### src/rtl/stlcd_pkg.sv
`timescale 1ns / 1ps

package stlcd_pkg;

	// Widths of the channel fields
	localparam int unsigned BYTE_W      = 8;
	localparam int unsigned TYPE_W      = 4;
	localparam int unsigned STATUS_W    = 2;
	localparam int unsigned CFG_INDEX_W = 8;
	localparam int unsigned CFG_DATA_W  = 64;

	// Number of length entries carried by one configuration register
	localparam int unsigned LENS_PER_REG = CFG_DATA_W / BYTE_W;

	// Framing constants
	localparam logic [BYTE_W-1:0] SYNC_BYTE = 8'hFF;
	// Two sync bytes summed modulo 256
	localparam logic [BYTE_W-1:0] SUM_SEED  = 8'hFE;

	// Configuration register indexes
	typedef enum logic [CFG_INDEX_W-1:0] {
		REG_LEN_LO = 8'd0,
		REG_LEN_HI = 8'd1
	} cfg_reg_t;

	// Result status codes
	typedef enum logic [STATUS_W-1:0] {
		ST_PAYLOAD = 2'd0,
		ST_SUM_OK  = 2'd1,
		ST_SUM_BAD = 2'd2,
		ST_UNKNOWN = 2'd3
	} status_t;

	// Frame receiver phase, one-hot
	typedef enum logic [3:0] {
		PH_SYNC1 = 4'b0001,
		PH_SYNC2 = 4'b0010,
		PH_TYPE  = 4'b0100,
		PH_BODY  = 4'b1000
	} phase_t;

	typedef struct packed {
		logic [TYPE_W-1:0] packet_type;
		logic [BYTE_W-1:0] data_byte;
		logic [BYTE_W-1:0] byte_index;
		logic              last;
		status_t           status;
	} result_t;

endpackage

### src/rtl/stlcd_if.sv
`timescale 1ns / 1ps

// Received byte stream
interface stlcd_rx_if;
	logic                             valid;
	logic                             ready;
	logic [stlcd_pkg::BYTE_W-1:0]     rx_byte;

	modport source (output valid, output rx_byte, input ready);
	modport sink   (input valid, input rx_byte, output ready);
endinterface

// Deframed results
interface stlcd_res_if;
	logic                             valid;
	logic                             ready;
	logic [stlcd_pkg::TYPE_W-1:0]     packet_type;
	logic [stlcd_pkg::BYTE_W-1:0]     data_byte;
	logic [stlcd_pkg::BYTE_W-1:0]     byte_index;
	logic                             last;
	logic [stlcd_pkg::STATUS_W-1:0]   status;

	modport source (output valid, output packet_type, output data_byte,
		output byte_index, output last, output status, input ready);
	modport sink   (input valid, input packet_type, input data_byte,
		input byte_index, input last, input status, output ready);
endinterface

// Configuration writes
interface stlcd_cfg_if;
	logic                               valid;
	logic                               ready;
	logic [stlcd_pkg::CFG_INDEX_W-1:0]  index;
	logic [stlcd_pkg::CFG_DATA_W-1:0]   data;

	modport source (output valid, output index, output data, input ready);
	modport sink   (input valid, input index, input data, output ready);
endinterface

### src/rtl/sync_type_length_checksum_deframer_core.sv
`timescale 1ns / 1ps

// Channel  Dir  Payload                                             Accepted when
// rx       in   rx_byte[7:0]                                        rx.valid & rx.ready
// res      out  packet_type[3:0] data_byte[7:0] byte_index[7:0]     res.valid & res.ready
//               last status[1:0]
// cfg      in   index[7:0] data[63:0]                               cfg.valid & cfg.ready
//
// One byte is taken per cycle while rx.ready is high. A byte sits in the input
// register while the frame state is updated, and its result, if any, is then
// written from there into the result register. Reset clears the frame state,
// the valid flags of both registers and the length table.
// rx.ready falls only when the result register is full and not being taken while
// the byte in the input register would produce another result. cfg is always ready.
module sync_type_length_checksum_deframer_core #(
	parameter int unsigned TYPE_COUNT = 16
) (
	input  logic               clk,
	input  logic               arst_n,
	stlcd_rx_if.sink           rx,
	stlcd_res_if.source        res,
	stlcd_cfg_if.sink          cfg
);

	// Width of an index into the length table.
	localparam int unsigned IDX_W = (TYPE_COUNT > 1) ? $clog2(TYPE_COUNT) : 1;

	// Per-type payload lengths; zero marks a type that is not known.
	logic [stlcd_pkg::BYTE_W-1:0] len_q [TYPE_COUNT];

	// Input register.
	logic                          vld_s1;
	logic [stlcd_pkg::BYTE_W-1:0]  byte_s1;

	// Frame state.
	stlcd_pkg::phase_t             phase_q;
	logic [stlcd_pkg::TYPE_W-1:0]  type_q;
	logic [stlcd_pkg::BYTE_W-1:0]  left_q;
	logic [stlcd_pkg::BYTE_W-1:0]  pos_q;
	logic [stlcd_pkg::BYTE_W-1:0]  sum_q;

	// Result register.
	logic                          out_vld_q;
	stlcd_pkg::result_t            out_q;

	// Next-state and result logic for the byte in the input register.
	stlcd_pkg::phase_t             phase_d;
	logic [stlcd_pkg::TYPE_W-1:0]  type_d;
	logic [stlcd_pkg::BYTE_W-1:0]  left_d;
	logic [stlcd_pkg::BYTE_W-1:0]  pos_d;
	logic [stlcd_pkg::BYTE_W-1:0]  sum_d;
	logic                          produce;
	stlcd_pkg::result_t            result;
	logic                          known;
	logic [stlcd_pkg::BYTE_W-1:0]  type_len;
	logic                          advance;

	// The configuration port never stalls.
	assign cfg.ready = 1'b1;

	// Entry e loads from byte lane e % 8 of REG_LEN_LO if e < 8, else of REG_LEN_HI.
	always_ff @(posedge clk or negedge arst_n) begin
		if (!arst_n) begin
			for (int e = 0; e < TYPE_COUNT; e++) begin
				len_q[e] <= '0;
			end
		end else if (cfg.valid) begin
			for (int e = 0; e < TYPE_COUNT; e++) begin
				if (cfg.index == ((e < stlcd_pkg::LENS_PER_REG) ?
						stlcd_pkg::REG_LEN_LO : stlcd_pkg::REG_LEN_HI)) begin
					len_q[e] <= cfg.data[(e % stlcd_pkg::LENS_PER_REG) * stlcd_pkg::BYTE_W
						+: stlcd_pkg::BYTE_W];
				end
			end
		end
	end

	// A type byte is known only if it lies inside the table and has a length.
	always_comb begin
		type_len = '0;
		if (byte_s1 < stlcd_pkg::BYTE_W'(TYPE_COUNT)) begin
			type_len = len_q[byte_s1[IDX_W-1:0]];
		end
		known = (type_len != '0);
	end

	always_comb begin
		phase_d = phase_q;
		type_d  = type_q;
		left_d  = left_q;
		pos_d   = pos_q;
		sum_d   = sum_q;
		produce = 1'b0;
		result  = '{packet_type: type_q, data_byte: byte_s1, byte_index: pos_q,
			last: 1'b0, status: stlcd_pkg::ST_PAYLOAD};
		unique case (phase_q)
			stlcd_pkg::PH_SYNC1: begin
				phase_d = (byte_s1 == stlcd_pkg::SYNC_BYTE) ?
					stlcd_pkg::PH_SYNC2 : stlcd_pkg::PH_SYNC1;
			end
			stlcd_pkg::PH_SYNC2: begin
				phase_d = (byte_s1 == stlcd_pkg::SYNC_BYTE) ?
					stlcd_pkg::PH_TYPE : stlcd_pkg::PH_SYNC1;
			end
			stlcd_pkg::PH_TYPE: begin
				if (known) begin
					// A known type is below TYPE_COUNT, so for up to 16 types its low bits are the type.
					type_d  = byte_s1[stlcd_pkg::TYPE_W-1:0];
					left_d  = type_len;
					pos_d   = '0;
					sum_d   = stlcd_pkg::SUM_SEED + byte_s1;
					phase_d = stlcd_pkg::PH_BODY;
				end else begin
					// Rejected type: report it and go back to hunting for sync.
					produce            = 1'b1;
					result.packet_type = byte_s1[stlcd_pkg::TYPE_W-1:0];
					result.byte_index  = '0;
					result.last        = 1'b1;
					result.status      = stlcd_pkg::ST_UNKNOWN;
					phase_d            = stlcd_pkg::PH_SYNC1;
				end
			end
			stlcd_pkg::PH_BODY: begin
				produce = 1'b1;
				if (left_q != '0) begin
					sum_d  = sum_q + byte_s1;
					pos_d  = pos_q + 8'd1;
					left_d = left_q - 8'd1;
				end else begin
					// Checksum byte closes the frame.
					result.last   = 1'b1;
					result.status = (sum_q == byte_s1) ?
						stlcd_pkg::ST_SUM_OK : stlcd_pkg::ST_SUM_BAD;
					phase_d       = stlcd_pkg::PH_SYNC1;
				end
			end
			default: begin
				phase_d = stlcd_pkg::PH_SYNC1;
			end
		endcase
	end

	// The held byte moves on unless its result would overwrite one not yet taken.
	assign advance  = vld_s1 && (!produce || !out_vld_q || res.ready);
	assign rx.ready = !vld_s1 || advance;

	always_ff @(posedge clk or negedge arst_n) begin
		if (!arst_n) begin
			vld_s1 <= 1'b0;
		end else if (rx.ready) begin
			vld_s1 <= rx.valid;
		end
	end

	always_ff @(posedge clk) begin
		if (rx.ready && rx.valid) begin
			byte_s1 <= rx.rx_byte;
		end
	end

	always_ff @(posedge clk or negedge arst_n) begin
		if (!arst_n) begin
			phase_q <= stlcd_pkg::PH_SYNC1;
			type_q  <= '0;
			left_q  <= '0;
			pos_q   <= '0;
			sum_q   <= '0;
		end else if (advance) begin
			phase_q <= phase_d;
			type_q  <= type_d;
			left_q  <= left_d;
			pos_q   <= pos_d;
			sum_q   <= sum_d;
		end
	end

	always_ff @(posedge clk or negedge arst_n) begin
		if (!arst_n) begin
			out_vld_q <= 1'b0;
		end else if (advance && produce) begin
			out_vld_q <= 1'b1;
		end else if (res.ready) begin
			out_vld_q <= 1'b0;
		end
	end

	always_ff @(posedge clk) begin
		if (advance && produce) begin
			out_q <= result;
		end
	end

	assign res.valid       = out_vld_q;
	assign res.packet_type = out_q.packet_type;
	assign res.data_byte   = out_q.data_byte;
	assign res.byte_index  = out_q.byte_index;
	assign res.last        = out_q.last;
	assign res.status      = out_q.status;

endmodule
### src/flat_wrapper.sv
// flat-port wrapper written by rule: the top's interface ports become plain ports
module sync_type_length_checksum_deframer_core_flat 
#(
	parameter int unsigned TYPE_COUNT = 16
)
  (clk, arst_n, rx_valid, rx_rx_byte, rx_ready, res_valid, res_packet_type, res_data_byte, res_byte_index, res_last, res_status, res_ready, cfg_valid, cfg_index, cfg_data, cfg_ready);
  stlcd_rx_if rx_i ();
  stlcd_res_if res_i ();
  stlcd_cfg_if cfg_i ();
  input  logic clk;
  input  logic arst_n;
  input wire logic [$bits(rx_i.valid)-1:0] rx_valid;
  input wire logic [$bits(rx_i.rx_byte)-1:0] rx_rx_byte;
  output wire logic [$bits(rx_i.ready)-1:0] rx_ready;
  output wire logic [$bits(res_i.valid)-1:0] res_valid;
  output wire logic [$bits(res_i.packet_type)-1:0] res_packet_type;
  output wire logic [$bits(res_i.data_byte)-1:0] res_data_byte;
  output wire logic [$bits(res_i.byte_index)-1:0] res_byte_index;
  output wire logic [$bits(res_i.last)-1:0] res_last;
  output wire logic [$bits(res_i.status)-1:0] res_status;
  input wire logic [$bits(res_i.ready)-1:0] res_ready;
  input wire logic [$bits(cfg_i.valid)-1:0] cfg_valid;
  input wire logic [$bits(cfg_i.index)-1:0] cfg_index;
  input wire logic [$bits(cfg_i.data)-1:0] cfg_data;
  output wire logic [$bits(cfg_i.ready)-1:0] cfg_ready;
  assign rx_i.valid = rx_valid;
  assign rx_i.rx_byte = rx_rx_byte;
  assign rx_ready = rx_i.ready;
  assign res_valid = res_i.valid;
  assign res_packet_type = res_i.packet_type;
  assign res_data_byte = res_i.data_byte;
  assign res_byte_index = res_i.byte_index;
  assign res_last = res_i.last;
  assign res_status = res_i.status;
  assign res_i.ready = res_ready;
  assign cfg_i.valid = cfg_valid;
  assign cfg_i.index = cfg_index;
  assign cfg_i.data = cfg_data;
  assign cfg_ready = cfg_i.ready;
  sync_type_length_checksum_deframer_core #(.TYPE_COUNT(TYPE_COUNT)) u_core (.clk(clk), .arst_n(arst_n), .rx(rx_i), .res(res_i), .cfg(cfg_i));
endmodule
### config.mk
export PLATFORM = sky130hd
export DESIGN_NAME = sync_type_length_checksum_deframer_core_flat
export DESIGN_NICKNAME = d
export VERILOG_FILES = /design/src/rtl/stlcd_pkg.sv /design/src/rtl/stlcd_if.sv /design/src/rtl/sync_type_length_checksum_deframer_core.sv /design/src/flat_wrapper.sv
export SDC_FILE = /design/constraint.sdc
export NUM_CORES = 1
export LEC_CHECK = 0
export BUFFER_PORTS_ARGS = -buffer_cell sky130_fd_sc_hd__buf_4
export CAP_MARGIN = 25
export CORE_MARGIN = 1
export CORE_UTILIZATION = 53
export DETAILED_ROUTE_END_ITERATION = 7
export HOLD_SLACK_MARGIN = 0.08
export MAX_ROUTING_LAYER = met4
export PLACE_DENSITY_LB_ADDON = 0.08
export SYNTH_ARGS = -nofsm -noshare
export SYNTH_HDL_FRONTEND = slang
export SYNTH_SLANG_ARGS = --single-unit
### constraint.sdc
create_clock -name clk -period 3.95 [get_ports clk]
set_input_delay 0.9875 -clock clk [delete_from_list [all_inputs] [get_ports clk]]
set_output_delay 0.9875 -clock clk [all_outputs]
set_load 0.01 [all_outputs]
---- Word-level counts from Yosys, hierarchy flattened ----
Cells that the tools add are included.
storage, ports and cells
  logic and storage cells ................. 94
  output and inout bits ................... 26
  register bits ........................... 193
  input bits .............................. 85
operators by class
  order comparisons ....................... 2
  muxes and demuxes ....................... 29
  bitwise logic cells ..................... 1
  $add $sub $neg .......................... 4
  eq/ne operators ......................... 10
  reduce and logical (&&, ||, !) cells .... 19
operators with widths
  cell                 count
  $mux 8               10
  $pmux 8 s2           3
  $bmux 8 s4           1
  $mux 4               4
  $pmux 4 s4           1
  $reduce_bool 8->1    2
  $mux 11              1
  $add 8x1->8 const B  1
  $add 8x8->8          1
  $add 8x8->8 const A  1
  $eq 8x1->1 const B   1
  $eq 8x8->1           1
  $eq 8x8->1 const B   1
  $logic_not 8->1      1
  $lt 8x5->1 const B   1
  $sub 8x1->8 const B  1
  $mux 3               2
  $pmux 3 s2           1
  $reduce_and 2->1     3
  $ge 5x5->1 const B   1
  $not 4->5            1
  $eq 4x1->1 const B   1
  $eq 4x2->1 const B   1
  $eq 4x3->1 const B   1
  12 further kinds     23

---- Depth between registers and ports, before layout ----
Gate-level depths: netlist of the first run.
  depth after elaboration ................. 14
  mapped depth ............................ 11
  gate-level depth less buffers ........... 10

---- Worst setup path after synthesis of the first run ----
No wires, ideal clock.
  path kind ............................... register to register
  start point ............................. reg u_core.byte_s1[0] (netlist name)
  end point ............................... reg u_core.out_q, in the netlist u_core.res.byte_index[0] (enable)
  stages on the path, launching flop included .. 11
  buffers on the path ..................... 4
  setup slack ............................. -0.121 ns
  arrival time ............................ 3.668 ns
  library setup time ...................... 0.403 ns
  period minus slack after synthesis ...... 4.071 ns
  required time ........................... 3.547 ns
  cells stage by stage .................... edfxtp_1 > buf_2 > buf_2 > buf_2 > mux2_2 > nor4_4 > o22ai_2 > or4_4 > buf_6 > a21o_1 > nor2_1
between the ends
  cells in the longest elaborated chain, start to end .. 13
  elaborated cells on any way between the ends .. 14
  classes of those cells .................. order compare (1); mux (6); bitwise (1); reduce/logical (6)
ends and longest elaborated chain
  item                                       line                                            source
  start, declared                            sync_type_length_checksum_deframer_core.sv:33   logic [stlcd_pkg::BYTE_W-1:0] byte_s1;
  start signal, assigned                     sync_type_length_checksum_deframer_core.sv:157  byte_s1 <= rx.rx_byte;
  $not 4->5 (implied by the code)            sync_type_length_checksum_deframer_core.sv:82   type_len = len_q[byte_s1[IDX_W-1:0]];
  $bmux 8 s4                                 sync_type_length_checksum_deframer_core.sv:82
  $mux 8 (implied by the code) (2 in a row)  sync_type_length_checksum_deframer_core.sv:82
  $mux 8 *                                   sync_type_length_checksum_deframer_core.sv:81   if (byte_s1 < stlcd_pkg::BYTE_W'(TYPE_COUNT)) begin
  $reduce_bool 8->1 *                        sync_type_length_checksum_deframer_core.sv:84   known = (type_len != '0);
  $mux 1 *                                   sync_type_length_checksum_deframer_core.sv:106  if (known) begin
  $pmux 1 s2 *                               sync_type_length_checksum_deframer_core.sv:96   unique case (phase_q)
  $logic_not 1->1                            sync_type_length_checksum_deframer_core.sv:144  assign advance = vld_s1 && (!produce || !out_vld_q || res.ready);
  $logic_or 1x1->1 (2 in a row)              sync_type_length_checksum_deframer_core.sv:144
  $logic_and 1x1->1                          sync_type_length_checksum_deframer_core.sv:144
  $logic_and 1x1->1 *                        sync_type_length_checksum_deframer_core.sv:188  if (advance && produce) begin
  end signal, assigned                       sync_type_length_checksum_deframer_core.sv:189  out_q <= result;
  end, declared                              sync_type_length_checksum_deframer_core.sv:44   stlcd_pkg::result_t out_q;
Every way passes the cells marked *; elsewhere a longest branch is shown, timed or not. The select of a mux whose other input is x is not followed.
A chain may end at the register's enable or synchronous reset.

---- Worst setup path in the final report of the first run ----
  start point ............................. reg u_core.byte_s1[1] (netlist name)
  end point ............................... out rx_ready
between the ends
  cells in the longest elaborated chain, start to end .. 13
  elaborated cells on any way between the ends .. 14
  classes of those cells .................. order compare (1); mux (6); bitwise (1); reduce/logical (6)
ends and longest elaborated chain
  item                                       line                                            source
  $not 4->5 (implied by the code)            sync_type_length_checksum_deframer_core.sv:82
  $bmux 8 s4                                 sync_type_length_checksum_deframer_core.sv:82
  $mux 8 (implied by the code) (2 in a row)  sync_type_length_checksum_deframer_core.sv:82
  $mux 8 *                                   sync_type_length_checksum_deframer_core.sv:81
  $reduce_bool 8->1 *                        sync_type_length_checksum_deframer_core.sv:84
  $mux 1 *                                   sync_type_length_checksum_deframer_core.sv:106
  $pmux 1 s2 *                               sync_type_length_checksum_deframer_core.sv:96
  $logic_not 1->1 *                          sync_type_length_checksum_deframer_core.sv:144
  $logic_or 1x1->1 * (2 in a row)            sync_type_length_checksum_deframer_core.sv:144
  $logic_and 1x1->1 *                        sync_type_length_checksum_deframer_core.sv:144
  $logic_or 1x1->1 *                         sync_type_length_checksum_deframer_core.sv:145  assign rx.ready = !vld_s1 || advance;
  end, declared                              flat_wrapper.sv:14                              output wire logic [$bits(rx_i.ready)-1:0] rx_ready;
Marked as above.

==> metrics.md, run 1 <==
| Metric | Value |
|---|---|
| CP max stage delay | `0.53 ns` |
| Die W | `133 um` |
| Flop pwr share | `0.499` |
| RR Endpoint | `u_core.res.data_byte[6]` |
| Min-delay src | `u_core.pos_q[7]` |
| Antenna diodes | `0` |
| Crit Path Max Fanout | `6` |
| Initial antenna violation count | `0` |
| Mapped cell area | `9100 um2` |
| Critical Path Sink Type | `output pin` |
| RSZ-0062 raised after global routing | `yes` |
| Clock-pin transition on the worst setup and hold timing paths | `0.07 ns` |
| R2R cell count | `11` |
| Static leakage | `5.15 nW` |
| Port Buffer Count | `109` |
| Met2 usage | `0.419` |
| Root buffer cell | `clkbuf_16` |
| Worst hold slack | `0.493 ns` |
| Largest delay share family, worst path | `multiplexers` |
| Hold Path Depth | `1` |
| CP required | `2.96 ns` |
| CP most frequent cell | `buf_6` |
| Mapped Cells | `666` |
| Via density | `5.81` |
| Most used routing layer | `met2` |
| Switch Pwr | `0.00102 W` |
| Syn nets | `762` |
| Worst skew pair latency | `0.44 ns` |
| Remaining Overflow, GRT | `0` |
| Post-synthesis sequential area ratio | `0.548` |
| Slowest cell on crit path | `or4_4` |
| HPWL Detailed | `14,000 um` |
| F_max | `236 MHz` |
| Min cycle time layout | `4.24 ns` |
| Core footprint | `16,700 um2` |
| Footprint of the multi-input gates | `3920 um2` |
| DR vias | `5,997` |
| Slew margin rel. | `0.412` |
| Fraction of registers with async set/reset | `0.839` |
| Tightest Hold Check Type | `flop to flop` |
| Drt initial violations | `363` |
| Number of synthesized flops with an enable pin | `31` |
| Initial Util | `0.545` |
| Fin nets | `895` |
| Fin crit share | `1.07` |
| Worst Max-Slew Pin Slew | `0.882 ns` |
| Layout area overhead | `21.8%` |
| Site Rows | `47` |
| CTS tree | `yes` |
| WS Path Type | `flop to output pin` |
| Register area | `4990 um2` |
| Gpl congestion | `0.802` |
| Tot GR Track Use | `0.258` |
| Sw Share | `0.239` |
| Flops & latches, synth | `193` |
| Run status | `complete, but fails checks` |
| Dominant synthesized flop cell | `dfrtp_1` |
| Final Power | `0.00427 W` |
| Placed instance area | `10,400 um2` |
| Setup WS post-layout | `-0.291 ns` |
| H-tree depth | `4` |
| Post-Route WL | `20,400 um` |
| CTS sink cnt | `193` |
| GRT met3 Usage | `0.0559` |
| Setup TNS | `-0.291 ns` |
| Number of nets with antenna violations after routing | `0` |
| Data arrival, critical path | `3.25 ns` |
| Fin util | `0.664` |
| Num CTS Buffers | `17` |
| Syn avg cell area | `13.7 um2` |
| Crit path buf inv count | `4` |
| Largest net degree at the start of global routing | `78` |
| Die Y | `133 um` |
| Final setup vio count | `1` |
| Final instance area | `11,100 um2` |
| First-pass iteration count of the detailed router | `4` |
| Die Area | `17,700 um2` |
| Final Hold Fails | `0` |
| Distinct cells, synth | `63` |
| Crit-path cells | `buf_6 -> buf_16 -> mux4_2 -> mux2_4 -> nor4_4 -> o22ai_2 -> or4_4 -> a211oi_4 -> inv_1 -> buf_6` |
| Wire length of the first global-routing pass | `33,700 um` |
| Worst Hold End | `u_core.pos_q[7]` |
| Routed len/inst | `19.8 um` |
| Power per cell area | `385 nW/um2` |
| P_int | `0.00325 W` |
| Remaining DRCs | `0` |
| Vias in the first global route | `6,364` |
| Io pins | `111` |
| Worst reg2reg path startpoint | `u_core.byte_s1[1]` |
| Startpoint Class | `flop` |
| Max Slew Vio Count | `0` |
| Combinational group share of total power | `0.090` |
| Clock power frac | `0.411` |
| Met1 GRT Util | `0.326` |
| MaxCap Viol Count | `0` |
| Fill cells | `1,233` |
| Failing checks | `setup timing` |
| Setup slack, reg-to-reg | `0.53 ns` |
| Clk_skew | `0.0115 ns` |
| Synth warnings | `0` |
| Share of cells above drive strength 1 | `0.456` |
| CTS max path bufs | `2` |
| Max rail drop VDD | `0.000327 V` |
==> worst max path at each step <==
| stage | from | endpoint | cells past startpoint |
|---|---|---|---|
| 2_1_floorplan | u_core.byte_s1[0] | rx_ready | 9 |
| 3_3_place_gp | u_core.byte_s1[1] | rx_ready | 9 |
| 3_5_place_dp | u_core.byte_s1[1] | rx_ready | 9 |
| 4_1_cts | u_core.byte_s1[1] | rx_ready | 10 |
| 5_1_grt | u_core.byte_s1[1] | rx_ready | 10 |
| 6_report | u_core.byte_s1[1] | rx_ready | 10 |
==> layer usage <==
metal  share of wire  up-vias
met5               0        -
met3           0.033       30
met1            0.43     3081
li1                -     2737
met2            0.51      149
met4           0.021        0
==> sequential cells by signal, indices dropped and copies added (netlist names) <==
signal                  cells
u_core.res.packet_type      4
u_core.res.last             1
u_core.sum_q                8
u_core.res.data_byte        8
u_core.res.valid            1
u_core.left_q               8
u_core.res.byte_index       8
u_core.len_q              128
u_core.res.status           2
u_core.byte_s1              8
u_core.type_q               4
u_core.vld_s1               1
u_core.pos_q                8
u_core.phase_q              4
==> Yosys cell counts (4+ instances only) <==
cell type	n	area share
xnor2_1	6	0.0058
buf_2	7	0.0038
o21ai_0	19	0.010
ha_1	10	0.014
clkbuf_1	23	0.0095
nor3_1	11	0.0060
o22ai_1	6	0.0041
mux4_2	32	0.079
a22oi_1	4	0.0033
edfxtp_1	31	0.10
mux2i_1	8	0.0088
and2_1	9	0.0062
dfrtp_1	161	0.44
a31oi_1	5	0.0034
a21o_1	4	0.0033
nor2_1	23	0.0095
mux2_2	139	0.17
a21oi_1	18	0.0099
xor2_1	4	0.0038
inv_1	17	0.0070
or3_1	4	0.0027
nand2_1	42	0.017
nand3_1	16	0.0088
nor4_1	6	0.0041
==> metrics by stage <==
step / cells / setup WS, ns
2_1_floorplan: 666 / 0.180
3_3_place_gp: 992 / 0.0701
3_5_place_dp: 992 / 0.0236
4_1_cts: 1031 / -0.313
5_1_grt: 1032 / -0.389
6_report: 1032 / -0.291
==> final cells by class <==
cell class	instances	area share
clock inverter	13	0.0129
inverter	18	0.00609
clock buffer	19	0.0419
multi-input combinational	419	0.353
timing repair buffer	150	0.111
tap	220	0.0248
sequential	193	0.450
==> repair_timing <==
action / 4_1_cts / 5_1_grt
hold buffers: 0 / 0
buffers inserted: 6 / 1
pin swaps: 2 / 1
gates cloned: 1 / 0
setup endpoints to repair: 1 / 1
gates resized for setup: 8 / 0
==> placed cells by master (no fill, tap or decap), types with 3 or more instances in the layout <==
cell type / netlist / final
mux2_2: 139 / 138
o22ai_1: 6 / 6
inv_1: 17 / 17
a21o_1: 4 / 4
mux4_2: 32 / 32
xnor2_1: 6 / 6
nor4_1: 6 / 6
nand2_1: 42 / 42
clkinv_4: 0 / 4
o21ai_1: 3 / 3
nor2b_1: 3 / 3
o21a_1: 3 / 3
inv_6: 0 / 3
nor3_1: 11 / 11
a22oi_1: 4 / 4
mux2i_1: 8 / 7
o221ai_1: 3 / 3
nand3_1: 16 / 15
a31oi_1: 5 / 5
buf_6: 3 / 3
and3_1: 3 / 3
buf_4: 2 / 140
and2_1: 9 / 9
edfxtp_1: 31 / 31
ha_1: 10 / 10
dfrtp_1: 161 / 161
or3_1: 4 / 3
clkbuf_16: 0 / 18
a21oi_1: 18 / 18
o21ai_0: 19 / 19
buf_12: 0 / 6
nor2_1: 23 / 21
mux2_1: 3 / 3
xor2_1: 4 / 4
==> power groups by stage <==
stage / Sequential [W] / Combinational [W] / Clock, W
floorplan: 0.00215 / 0.000196 / 0
global placement: 0.00217 / 0.000358 / 0
detailed placement: 0.00217 / 0.000370 / 0
CTS: 0.00213 / 0.000388 / 0.00179
global route: 0.00214 / 0.000415 / 0.00187
finish: 0.00213 / 0.000383 / 0.00175
==> logic make-up after synthesis <==
logic type / Yosys count / share of synthesized area
mux: 183 / 0.265
other cells: 1 / 0.000412
buf+inv: 54 / 0.0265
xor+xnor: 10 / 0.00962
flops: 193 / 0.548
compound gates: 81 / 0.0598
simple gates: 133 / 0.0744
fa+ha+maj: 11 / 0.0159
(Power assumes the default switching activity.)
==> run 2: changes to the inputs <==
==> constraint.sdc (replaced) <==
create_clock -name clk -period 4.3 [get_ports clk]
set_input_delay 1.075 -clock clk [delete_from_list [all_inputs] [get_ports clk]]
set_output_delay 1.075 -clock clk [all_outputs]
set_load 0.01 [all_outputs]
==> metrics.md, run 2 (synthesis results as in run 1) <==
| Metric | Value |
|---|---|
| Num CTS Buffers | `17 (unchanged)` |
| Via density | `5.73 (was 5.81)` |
| Final instance area | `11,000 um2 (was 11,100 um2)` |
| Worst Max-Slew Pin Slew | `0.925 ns (was 0.882 ns)` |
| F_max | `228 MHz` |
| Footprint of the multi-input gates | `3920 um2 (about the same)` |
| DP Worst Slack | `0.0635 ns (was 0.0236 ns)` |
| DR vias | `5,866 (was 5,997)` |
| Final setup vio count | `1 (unchanged)` |
| CTS tree | `yes (unchanged)` |
| Max rail drop VDD | `0.000280 V (was 0.000327 V)` |
| CTS sink cnt | `193 (unchanged)` |
| Wire length of the first global-routing pass | `32,900 um (was 33,700 um)` |
| Most frequent cells in the layout | `dfrtp_1, mux2_2, buf_4, nand2_1, mux4_2 (was dfrtp_1, buf_4, mux2_2, nand2_1, mux4_2)` |
| CP required | `3.22 ns (was 2.96 ns)` |
| Hold Path Depth | `1 (unchanged)` |
| Crit Path Max Fanout | `7 (was 6)` |
| Clk_skew | `0.0135 ns (was 0.0115 ns)` |
| Root buffer cell | `clkbuf_16 (unchanged)` |
| Data arrival, critical path | `3.31 ns (was 3.25 ns)` |
| Tightest Hold Check Type | `flop to flop (unchanged)` |
| Placed instance area | `10,300 um2 (was 10,400 um2)` |
| Vias in the first global route | `6,175 (was 6,364)` |
| Die Y | `133 um (unchanged)` |
| Remaining DRCs | `0 (unchanged)` |
| RR Endpoint | `u_core.res.data_byte[1] (was u_core.res.data_byte[6])` |
| Initial antenna violation count | `0 (unchanged)` |
| Core footprint | `16,700 um2 (unchanged)` |
| Setup WS post-layout | `-0.0882 ns (was -0.291 ns)` |
| Failing checks | `setup timing (unchanged)` |
| Fin util | `0.658 (was 0.664)` |
| Most common cell after layout, fill and taps aside | `dfrtp_1 (unchanged)` |
| WS Path Type | `flop to output pin (unchanged)` |
| Tot GR Track Use | `0.251 (was 0.258)` |
| Remaining Overflow, GRT | `0 (unchanged)` |
| Setup TNS | `-0.0882 ns (was -0.291 ns)` |
| Fin crit share | `1.02` |
| Die W | `133 um (unchanged)` |
| Top reg by flops | `u_core.len_q (unchanged)` |
| Worst Hold End | `u_core.pos_q[7] (unchanged)` |
| Run status | `complete, but fails checks (unchanged)` |
| Fill cells | `1,273 (was 1,233)` |
| R2R cell count | `11 (unchanged)` |
| Die Area | `17,700 um2 (unchanged)` |
| Final Hold Fails | `0 (unchanged)` |
| Register area | `4990 um2 (unchanged)` |
| Post-Route WL | `20,200 um (was 20,400 um)` |
| Io pins | `111 (unchanged)` |
| Worst skew pair latency | `0.43 ns (was 0.44 ns)` |
| Finished Layout Cells | `1,024 (was 1,032)` |
| Number of nets with antenna violations after routing | `0 (unchanged)` |
| MaxCap Viol Count | `0 (unchanged)` |
| Site Rows | `47 (unchanged)` |
| Worst reg2reg path startpoint | `u_core.byte_s1[1] (unchanged)` |
| Max reg flops | `128 (unchanged)` |
| CTS max path bufs | `2 (unchanged)` |
| Power per cell area | `352 nW/um2 (was 385 nW/um2)` |
| Antenna diodes | `0 (unchanged)` |
| HPWL Detailed | `14,000 um (about the same)` |
| Port Buffer Count | `109 (unchanged)` |
| Initial Util | `0.545 (unchanged)` |
| Min-delay src | `u_core.pos_q[7] (unchanged)` |
| Placed cells | `985 (was 992)` |
| Clock-pin transition on the worst setup and hold timing paths | `0.07 ns (about the same)` |
| Startpoint Class | `flop (unchanged)` |
| Drt initial violations | `284 (was 363)` |
| Min cycle time layout | `4.39 ns` |
| Slew margin rel. | `0.383 (was 0.412)` |
| Gpl congestion | `0.817 (was 0.802)` |
| Fin nets | `887 (was 895)` |
| Routed len/inst | `19.7 um (was 19.8 um)` |
| Layout area overhead | `20.8% (was 21.8%)` |
| Largest net degree at the start of global routing | `75 (was 78)` |
| Max Slew Vio Count | `0 (unchanged)` |
| Static leakage | `5.10 nW (was 5.15 nW)` |
| Critical Path Sink Type | `output pin (unchanged)` |
| H-tree depth | `4 (unchanged)` |
| Share of cells above drive strength 1 | `0.449 (was 0.456)` |
| RSZ-0062 raised after global routing | `yes (unchanged)` |
| First-pass iteration count of the detailed router | `4 (unchanged)` |
| Setup slack, reg-to-reg | `0.72 ns (was 0.53 ns)` |
run 2: changes by cell type in the layout (fill, tap and decap cells not counted), moves of 2 or more:
cell	delta
buf_12	-2
buf_4	-7
clkinv_4	-2
inv_6	+3
run 2: through the flow:
stage,hold WS (ns),power (W)
finish,0.488,0.00387
CTS,0.495,0.00390
global placement,0.456,0.00231
global route,0.499,0.00401
detailed placement,0.478,0.00232
floorplan,0.424,0.00216
run 2: how the worst max path moves through the flow:
stage	from	endpoint	slack [ns]
floorplan	u_core.byte_s1[0]	u_core.res.byte_index[0]	0.23
global placement	u_core.byte_s1[0]	rx_ready	0.13
detailed placement	u_core.byte_s1[0]	rx_ready	0.06
CTS	u_core.byte_s1[1]	rx_ready	-0.12
global route	u_core.byte_s1[1]	rx_ready	-0.22
finish	u_core.byte_s1[1]	rx_ready	-0.09
run 2: power breakdown:
| group | internal, W | total, W | switching, W |
|---|---|---|---|
| clock | 0.000829 | 0.00157 | 0.000740 |
| sequential | 0.00192 | 0.00196 | 0.0000394 |
| combinational | 0.000189 | 0.000346 | 0.000157 |
| total | 0.00294 | 0.00387 | 0.000936 |
run 2: metal layers:
| layer | GRT usage | share of wire |
|---|---|---|
| met5 | - | 0 |
| met4 | 0.0773 | 0.016 |
| met3 | 0.0421 | 0.036 |
| met1 | 0.318 | 0.44 |
| met2 | 0.413 | 0.50 |
run 2: critical path, cell delays in order, from the launching register on:
cell	delay (ns)
edfxtp_1	0.34
buf_6	0.13
buf_12	0.13
mux4_2	0.51
mux2_4	0.29
nor4_4	0.32
o22ai_4	0.12
or4_4	0.58
a211oi_4	0.26
inv_1	0.08
buf_6	0.12
run 2: repair_timing:
item,in CTS,in global routing
setup buffers,5,1
resized for setup,4,4
hold buffers,0,0
pin swaps,0,0
setup endpoints to repair,1,1
cloned,0,1
run 2: area by class of cell:
type / instances / share of cell area
sequential: 193 / 0.454
timing repair buffer: 142 / 0.105
clock inverter: 15 / 0.0151
inverter: 18 / 0.00615
tap: 220 / 0.0250
multi-input combinational: 419 / 0.357
clock buffer: 17 / 0.0387
